## config.mk

```make
export PLATFORM = sky130hd
export DESIGN_NAME = act_row
export DESIGN_NICKNAME = d
export VERILOG_FILES = /design/src/act_pkg.sv /design/src/act_cell.sv /design/src/act_row.sv
export SDC_FILE = /design/constraint.sdc
export NUM_CORES = 2
export LEC_CHECK = 0
export BUFFER_PORTS_ARGS = -buffer_cell sky130_fd_sc_hd__buf_2
export CORE_ASPECT_RATIO = 1.75
export CORE_MARGIN = 2
export CORE_UTILIZATION = 55
export CTS_CLUSTER_DIAMETER = 80
export DETAILED_ROUTE_END_ITERATION = 6
export PLACE_DENSITY = 0.79
export SYNTH_ARGS = -nofsm -noshare
export SYNTH_HDL_FRONTEND = slang
export SYNTH_HIERARCHICAL = 1
export SYNTH_SLANG_ARGS = --single-unit
```

## constraint.sdc

```tcl
create_clock -name aclk -period 10.51 [get_ports aclk]
set_input_delay 1.5765 -clock aclk [delete_from_list [all_inputs] [get_ports aclk]]
set_output_delay 1.5765 -clock aclk [all_outputs]
set_load 0.02 [all_outputs]
```

## src/act_pkg.sv

```systemverilog
`timescale 1ns / 1ps
`default_nettype none

package act_pkg;

    localparam int NUM_LISTS      = 4;
    localparam int ENT_W          = 63;
    localparam int COMP_W         = 32;
    localparam int LIST_DEPTH_DEF = 16;

    // list numbers
    localparam logic [1:0] LIST_GAINED   = 2'd0;
    localparam logic [1:0] LIST_LOST     = 2'd1;
    localparam logic [1:0] LIST_IMMINENT = 2'd2;
    localparam logic [1:0] LIST_TEMP     = 2'd3;

    // commands
    localparam logic [2:0] CMD_SET_AUTH   = 3'd0;
    localparam logic [2:0] CMD_REMOVE_CMP = 3'd1;
    localparam logic [2:0] CMD_REMOVE_ENT = 3'd2;
    localparam logic [2:0] CMD_CLEAR      = 3'd3;
    localparam logic [2:0] CMD_READ       = 3'd4;

    // authority levels
    localparam logic [1:0] LVL_NOT_AUTH  = 2'd0;
    localparam logic [1:0] LVL_AUTH      = 2'd1;
    localparam logic [1:0] LVL_IMMINENT  = 2'd2;

    typedef struct packed {
        logic drop_pair;
        logic drop_ent;
        logic append;
        logic clear;
    } act_row_ctl_t;

    typedef struct packed {
        logic hit_pair;
        logic hit_ent;
        logic full;
    } act_row_sts_t;

    typedef enum logic {
        ST_IDLE,
        ST_STRIP
    } act_state_t;

endpackage

`default_nettype wire

```

## src/act_cell.sv

```systemverilog
`timescale 1ns / 1ps
`default_nettype none

module act_cell (
    input  logic                       aclk,
    input  logic                       ld,
    input  logic [act_pkg::ENT_W-1:0]  din_ent,
    input  logic [act_pkg::COMP_W-1:0] din_comp,
    input  logic [act_pkg::ENT_W-1:0]  key_ent,
    input  logic [act_pkg::COMP_W-1:0] key_comp,
    output logic [act_pkg::ENT_W-1:0]  q_ent,
    output logic [act_pkg::COMP_W-1:0] q_comp,
    output logic                       match_pair,
    output logic                       match_ent
);
    import act_pkg::*;

    logic [ENT_W-1:0]  ent_reg;
    logic [COMP_W-1:0] comp_reg;

    always_ff @(posedge aclk) begin
        if (ld) begin
            ent_reg  <= din_ent;
            comp_reg <= din_comp;
        end
    end

    assign q_ent      = ent_reg;
    assign q_comp     = comp_reg;
    assign match_ent  = (ent_reg == key_ent);
    assign match_pair = match_ent && (comp_reg == key_comp);

endmodule

`default_nettype wire

```

## src/act_row.sv

```systemverilog
`timescale 1ns / 1ps
`default_nettype none

module act_row #(
    parameter int LIST_DEPTH = act_pkg::LIST_DEPTH_DEF
) (
    input  logic                                aclk,
    input  logic                                aresetn,
    input  act_pkg::act_row_ctl_t               ctl,
    input  logic [act_pkg::ENT_W-1:0]           key_ent,
    input  logic [act_pkg::COMP_W-1:0]          key_comp,
    input  logic [$clog2(LIST_DEPTH)-1:0]       rd_idx,
    output act_pkg::act_row_sts_t               sts,
    output logic [$clog2(LIST_DEPTH+1)-1:0]     len_q,
    output logic [$clog2(LIST_DEPTH+1)-1:0]     len_next,
    output logic [act_pkg::ENT_W-1:0]           rd_ent,
    output logic [act_pkg::COMP_W-1:0]          rd_comp
);
    import act_pkg::*;

    localparam int LW = $clog2(LIST_DEPTH + 1);

    logic [LW-1:0]     len_reg;
    logic [ENT_W-1:0]  cell_ent  [LIST_DEPTH];
    logic [COMP_W-1:0] cell_comp [LIST_DEPTH];
    logic [LIST_DEPTH-1:0] live;
    logic [LIST_DEPTH-1:0] m_pair;
    logic [LIST_DEPTH-1:0] m_ent;
    logic [LIST_DEPTH-1:0] hit;
    logic drop_any;
    logic full;
    logic hit_any;

    assign drop_any = ctl.drop_pair || ctl.drop_ent;
    assign full     = (len_reg == LW'(LIST_DEPTH));
    assign hit      = live & (ctl.drop_ent ? m_ent : m_pair);
    assign hit_any  = |hit;

    for (genvar i = 0; i < LIST_DEPTH; i++) begin : g_cell
        logic              ld;
        logic              shift;
        logic              put;
        logic [ENT_W-1:0]  nb_ent;
        logic [COMP_W-1:0] nb_comp;

        assign live[i] = (LW'(i) < len_reg);
        // everything at or after the first hit moves one place toward the head
        assign shift   = drop_any && (|hit[i:0]);
        assign put     = ctl.append && !full && (LW'(i) == len_reg);
        assign ld      = shift || put;

        if (i < LIST_DEPTH - 1) begin : g_nb
            assign nb_ent  = cell_ent[i+1];
            assign nb_comp = cell_comp[i+1];
        end else begin : g_tail
            assign nb_ent  = cell_ent[i];
            assign nb_comp = cell_comp[i];
        end

        act_cell u_cell (
            .aclk       (aclk),
            .ld         (ld),
            .din_ent    (put ? key_ent : nb_ent),
            .din_comp   (put ? key_comp : nb_comp),
            .key_ent    (key_ent),
            .key_comp   (key_comp),
            .q_ent      (cell_ent[i]),
            .q_comp     (cell_comp[i]),
            .match_pair (m_pair[i]),
            .match_ent  (m_ent[i])
        );
    end

    always_comb begin
        len_next = len_reg;
        priority if (ctl.clear) begin
            len_next = '0;
        end else if (drop_any && hit_any) begin
            len_next = len_reg - LW'(1);
        end else if (ctl.append && !full) begin
            len_next = len_reg + LW'(1);
        end
    end

    always_ff @(posedge aclk) begin
        if (!aresetn) begin
            len_reg <= '0;
        end else begin
            len_reg <= len_next;
        end
    end

    assign len_q        = len_reg;
    assign sts.hit_pair = |(live & m_pair);
    assign sts.hit_ent  = |(live & m_ent);
    assign sts.full     = full;
    assign rd_ent       = cell_ent[rd_idx];
    assign rd_comp      = cell_comp[rd_idx];

endmodule

`default_nettype wire

```

### Word-level counts from Yosys, hierarchy flattened

Cells that the tools add are included.

* flip-flop bits (word level): 1525
* output and inout bits: 108
* bits of input ports: 105

* magnitude comparators: 17
* equality and inequality tests: 48
* add/subtract/negate cells: 2
* reductions and logical operators: 86
* muxes and demuxes: 40
* bitwise operators: 4

Operators with widths (count)
* 2-to-1 mux 63 bit: 17
* equality test 63 bit: 16
* 2-to-1 mux 32 bit: 17
* equality test 32 bit: 16
* binary-select mux 63 bit (select 4 bit): 1
* binary-select mux 32 bit (select 4 bit): 1
* logical AND 1 bit: 49
* AND 16 bit: 3
* OR reduction 16 bit: 3
* equality test 4 x 5 -> 1 bit (first input constant): 8
* less-than comparator 4 x 5 -> 1 bit (first input constant): 8
* equality test 3 x 5 -> 1 bit (first input constant): 4
* less-than comparator 3 x 5 -> 1 bit (first input constant): 4
* logical OR 1 bit: 17
* 2-to-1 mux 16 bit: 1
* 2-to-1 mux 5 bit: 3
* OR reduction 15 bit: 1
* OR reduction 14 bit: 1
* OR reduction 13 bit: 1
* OR reduction 12 bit: 1
* OR reduction 11 bit: 1
* equality test 2 x 5 -> 1 bit (first input constant): 2
* less-than comparator 1 x 5 -> 1 bit (first input constant): 2
* less-than comparator 2 x 5 -> 1 bit (first input constant): 2
* other kinds (18): 18

### Logic depth before layout (Yosys ltp)

* depth in word-level cells: 8
* mapped depth: 13

### Modules after synthesis

The synthesis kept the hierarchy.

By module, submodules not included
* act_cell: cells an instance 222, seq. area each 2852.7 um^2, instances 16, area an instance 3890.0 um^2
* act_row: cells an instance 2604, seq. area each 100.1 um^2, instances 1, area an instance 30842.1 um^2

### Worst setup path after synthesis

No wires, ideal clock.

* path type: input -> register
* start point: in key_ent[3] (netlist name)
* end point: reg g_cell[4].u_cell.comp_reg[0] (enable)
* path slack: 2244 ps
* arrival time: 7677 ps
* stages: 8
* cells stage by stage: xor2_1 > nor4_1 > nand4_1 > nor4_2 > and3_1 > mux2i_1 > a21o_1 > o221ai_1

* longest elaborated chain between the ends: 7
* elaborated cells between the ends (all ways): 15
* classes of those cells: eq/ne (5); mux (1); bitwise (1); reduce/logical (8)

RTL lines
* from (decl): line act_row.sv:10 `input logic [act_pkg::ENT_W-1:0] key_ent,`
* equality test 63 bit: line act_cell.sv:30 `assign match_ent = (ent_reg == key_ent);`
* net m_ent[4]: line act_row.sv:28 `logic [LIST_DEPTH-1:0] m_ent;`
* logical AND 1 bit: line act_cell.sv:31 `assign match_pair = match_ent && (comp_reg == key_comp);`
* net m_pair[4]: line act_row.sv:27 `logic [LIST_DEPTH-1:0] m_pair;`
* 2-to-1 mux 16 bit: line act_row.sv:36 `assign hit = live & (ctl.drop_ent ? m_ent : m_pair);`
* AND 16 bit: line act_row.sv:36
* OR reduction 5 bit: line act_row.sv:48 `assign shift = drop_any && (|hit[i:0]);`
* logical AND 1 bit: line act_row.sv:48
* logical OR 1 bit: line act_row.sv:50 `assign ld = shift || put;`
* net g_cell[4].ld: line act_row.sv:40 `logic ld;`
* to (signal assigned): line act_cell.sv:24 `comp_reg <= din_comp;`
* to (decl): line act_cell.sv:19 `logic [COMP_W-1:0] comp_reg;`

The timed path passes the listed nets, and every way through them passes these cells.
A chain may end at the register's enable or synchronous reset.

### Final worst setup path

* start point: in key_ent[28] (netlist name)
* end point: out len_next[1]

* longest elaborated chain between the ends: 8
* elaborated cells between the ends (all ways): 38
* classes of those cells: eq/ne (16); mux (3); bitwise (1); reduce/logical (18)

RTL lines
* equality test 63 bit: line act_cell.sv:30
* net m_ent[8]: line act_row.sv:28
* logical AND 1 bit: line act_cell.sv:31
* net m_pair[8]: line act_row.sv:27
* 2-to-1 mux 16 bit: line act_row.sv:36
* AND 16 bit: line act_row.sv:36
* OR reduction 16 bit: line act_row.sv:37 `assign hit_any = |hit;`
* logical AND 1 bit: line act_row.sv:78 `end else if (drop_any && hit_any) begin`
* 2-to-1 mux 5 bit: line act_row.sv:78
* 2-to-1 mux 5 bit: line act_row.sv:76 `priority if (ctl.clear) begin`
* to (decl): line act_row.sv:15 `output logic [$clog2(LIST_DEPTH+1)-1:0] len_next,`

The timed path passes the listed nets, and every way through them passes these cells.

==> impl_metrics.ini <==
[clock_tree]
post-cts-setup-buffers = 0
cts.reportedPaths.clkPinSlew_ps = 70
root_buffer = clkbuf_16
cts_tree = yes
cts_max_path_buffers = 4
cts_sinks = 1525
cts_resized = 0
holdBufCountCts = 0
numCtsBuffers = 156
worstSkewPairLatency_ps = 830
cts_max_level = 4

[logic_synthesis]
synthesis.nets = 6266
synth_cell_types = 60
yosys_warnings = 6
netlist_area_sq_mm = 0.09308
ys_seq_elements = 1525
yosysSeqAreaShare_pct = 49.14
synthCells = 6156
ys_async_sr_fraction_pct = 0
ys.flop_type = edfxtp_1
avgSynthCellArea_sq_um = 15.12
synth_edf_count = 1520

[layout]
seqCellArea_sq_mm = 0.04574
nFillCells = 12660
finalNonFillerCells = 8562
nets = 6331
drive_above_1_share_pct = 40.61
area_delta_synth_final_pct = 9.173
multi_input_area_sq_mm = 0.04618

[route]
viasPerCell = 6.791
drt_pass1_iterations = 7
routed_wl_mm = 295.3
vias = 58150
wl_per_cell_um = 34.49
drtAntennaViolNets = 0
drtIter0Drc = 5985
drcViolationCount = 0

[worst_setup_path]
critPathLaunchType = input pin
endpoint_kind = primary output
cp_data_arrival_time_ps = 7040
cp.required_ps = 8930
worst-setup-path-type = in2out
cp_max_fo = 32

[global_route]
antenna_found_initial = 37
first_global_vias = 60070
grt_pass1_wl_mm = 419.2
grt_util_all_layers_pct = 33.84
grt_max_degree = 141
grt.overflow.total = 0

[worst_hold_path]
min-delay-path-class = reg2reg

[placement]
io_buffer_count = 212
routabilityCongestion = 0.9650
hpwl_mm = 193.4
dp.cells = 8274

[outcome]
violations = max-capacitance violations, max-slew violations
status = complete, but fails checks

[sta]
fmax_mhz = 116.0
maxSlewViolCount = 3
skew_ps = 65.49
setup_violations = 0
max_slew_margin_pct = -5.166
worst_pin_slew_ps = 1563
rsz0062_at_grt = false
finalHoldViolCount = 0
fin_crit_sh_pct = 81.99
period_minus_slack_ps = 8618
setup_tns_ps = 0

[die]
die_w_um = 315.0
boundaryPins = 213
start_util_pct = 55.38
core_area_sq_mm = 0.1681
dieArea_sq_mm = 0.1727
num_rows = 199
fp.dieH_um = 548.2

[power_and_ir_drop]
intPower_mw = 10.19
pwr-share-comb_pct = 7.4
switching_share_pct = 23.30
seqPwrFrac_pct = 50.1
irDropWorstVdd_mv = 0.1309
p_leak_nw = 23.46
switching_power_mw = 3.095
power_frac_clock_pct = 42.5
powerDensity_mw_per_mm2 = 130.7

[flow_run]
drv_cap = 5
power groups by stage:
| stage | combinational [mW] | clock (mW) | sequential (mW) |
|---|---|---|---|
| finish | 0.987 | 5.64 | 6.66 |
| global route | 1.03 | 5.87 | 6.65 |
| CTS | 0.973 | 5.69 | 6.65 |
| detailed placement | 0.969 | 0 | 6.79 |
| global placement | 0.959 | 0 | 6.79 |
| floorplan | 0.569 | 0 | 6.78 |
cells in the mapped netlist, types with 5 or more instances:
cell / instances / share of area (%)
mux2_2: 1526 / 18
edfxtp_1: 1520 / 49
xor2_1: 1008 / 9.5
xnor2_1: 512 / 4.8
mux4_2: 475 / 11
nor4_1: 275 / 1.8
clkbuf_1: 260 / 1.0
nand4_1: 192 / 1.3
buf_1: 82 / 0.33
buf_2: 39 / 0.21
nand2_1: 26 / 0.10
nor3_1: 25 / 0.13
nor2_1: 23 / 0.093
and3_1: 20 / 0.13
nor4_2: 16 / 0.22
a21oi_1: 14 / 0.075
a211o_1: 11 / 0.10
nand3_1: 11 / 0.059
or3_1: 11 / 0.074
nand2b_1: 10 / 0.067
o22ai_1: 10 / 0.067
mux2i_1: 8 / 0.086
inv_1: 6 / 0.024
nor3b_1: 6 / 0.048
o21ai_0: 6 / 0.032
dfxtp_1: 5 / 0.11
ha_1: 5 / 0.067
nand3b_1: 5 / 0.040
layer usage:
layer,share of wire (%),vias to the layer above,global-route usage [%]
li1,-,24230,-
met1,32,29990,36.88
met2,51,2939,58.54
met3,7.9,967,6.010
met4,9.1,22,25.36
met5,0.045,-,0
stage by stage:
stage	total power, mW	utilization, %	area (sq um)	hold slack [ps]	worst slack [ps]
floorplan	7.350	-	93080	591.0	2244
detailed placement	7.756	57.50	96640	610.6	2025
global route	13.55	60.44	101600	612.2	1609
global placement	7.745	57.49	96630	597.4	2098
CTS	13.32	60.43	101600	589.5	1991
finish	13.28	60.46	101600	592.6	1892
cells in the final DEF (no fill, tap or decap), drive strengths merged, types with 24 or more instances in the layout:
cell type / count
xor2: 1008
mux4: 475
clkinv: 53
nor2: 24
nand4: 192
mux2: 1527
edfxtp: 1520
xnor2: 512
nor4: 292
clkbuf: 188
buf: 290
nand2: 26
nor3: 26
area by class of cell:
type | instances | share of cell area, %
inverter | 6 | 0.02216
multi-input combinational | 4241 | 45.44
tap | 2211 | 2.722
sequential | 1525 | 45.01
antenna | 23 | 0.05664
timing repair buffer | 291 | 1.891
clock inverter | 78 | 0.8299
clock buffer | 187 | 4.019
worst max-delay path, cell delays in order:
cell and delay (ps):
buf_2 540, xor2_1 160, nor4_1 1060, buf_4 260
nand4_1 160, nor4_2 600, and3_1 310, mux2i_1 80
a211oi_1 480, o21bai_2 250, o41a_1 730, nor4b_1 130
a2111oi_0 430, buf_2 240
flip-flops by register name, summed over array words and instances, names as in the netlist:
| register | count |
|---|---|
| g_cell.u_cell/q_ent | 1008 |
| len_q | 5 |
| g_cell.u_cell/q_comp | 512 |
kinds of logic (layout without fill, tap and decap cells):
kind of cell / after synthesis / after routing / synth area share, %
xor+xnor: 1520 / 1520 / 14.30
mux: 2010 / 2010 / 30.06
simple gates: 634 / 634 / 4.232
compound gates: 71 / 71 / 0.5431
other cells: 0 / 23 / 0
flops: 1525 / 1525 / 49.14
fa+ha+maj: 6 / 6 / 0.07796
buf+inv: 390 / 562 / 1.645
final timing paths:
| kind | start | end | slack, ps | cells past startpoint |
|---|---|---|---|---|
| worst min register to register | g_cell[2].u_cell/q_comp[12]$_DFFE_PP_ | g_cell[1].u_cell/q_comp[12]$_DFFE_PP_ | 590 | 1 |
| worst max register to register | g_cell[8].u_cell/q_ent[28]$_DFFE_PP_ | g_cell[15].u_cell/q_ent[51]$_DFFE_PP_ | 3990 | 12 |
| worst min-delay path | g_cell[2].u_cell/q_comp[12]$_DFFE_PP_ | g_cell[1].u_cell/q_comp[12]$_DFFE_PP_ | 590 | 1 |
| worst max-delay path | key_ent[28] | len_next[1] | 1890 | 14 |
Power figures use the tool's default switching activity.
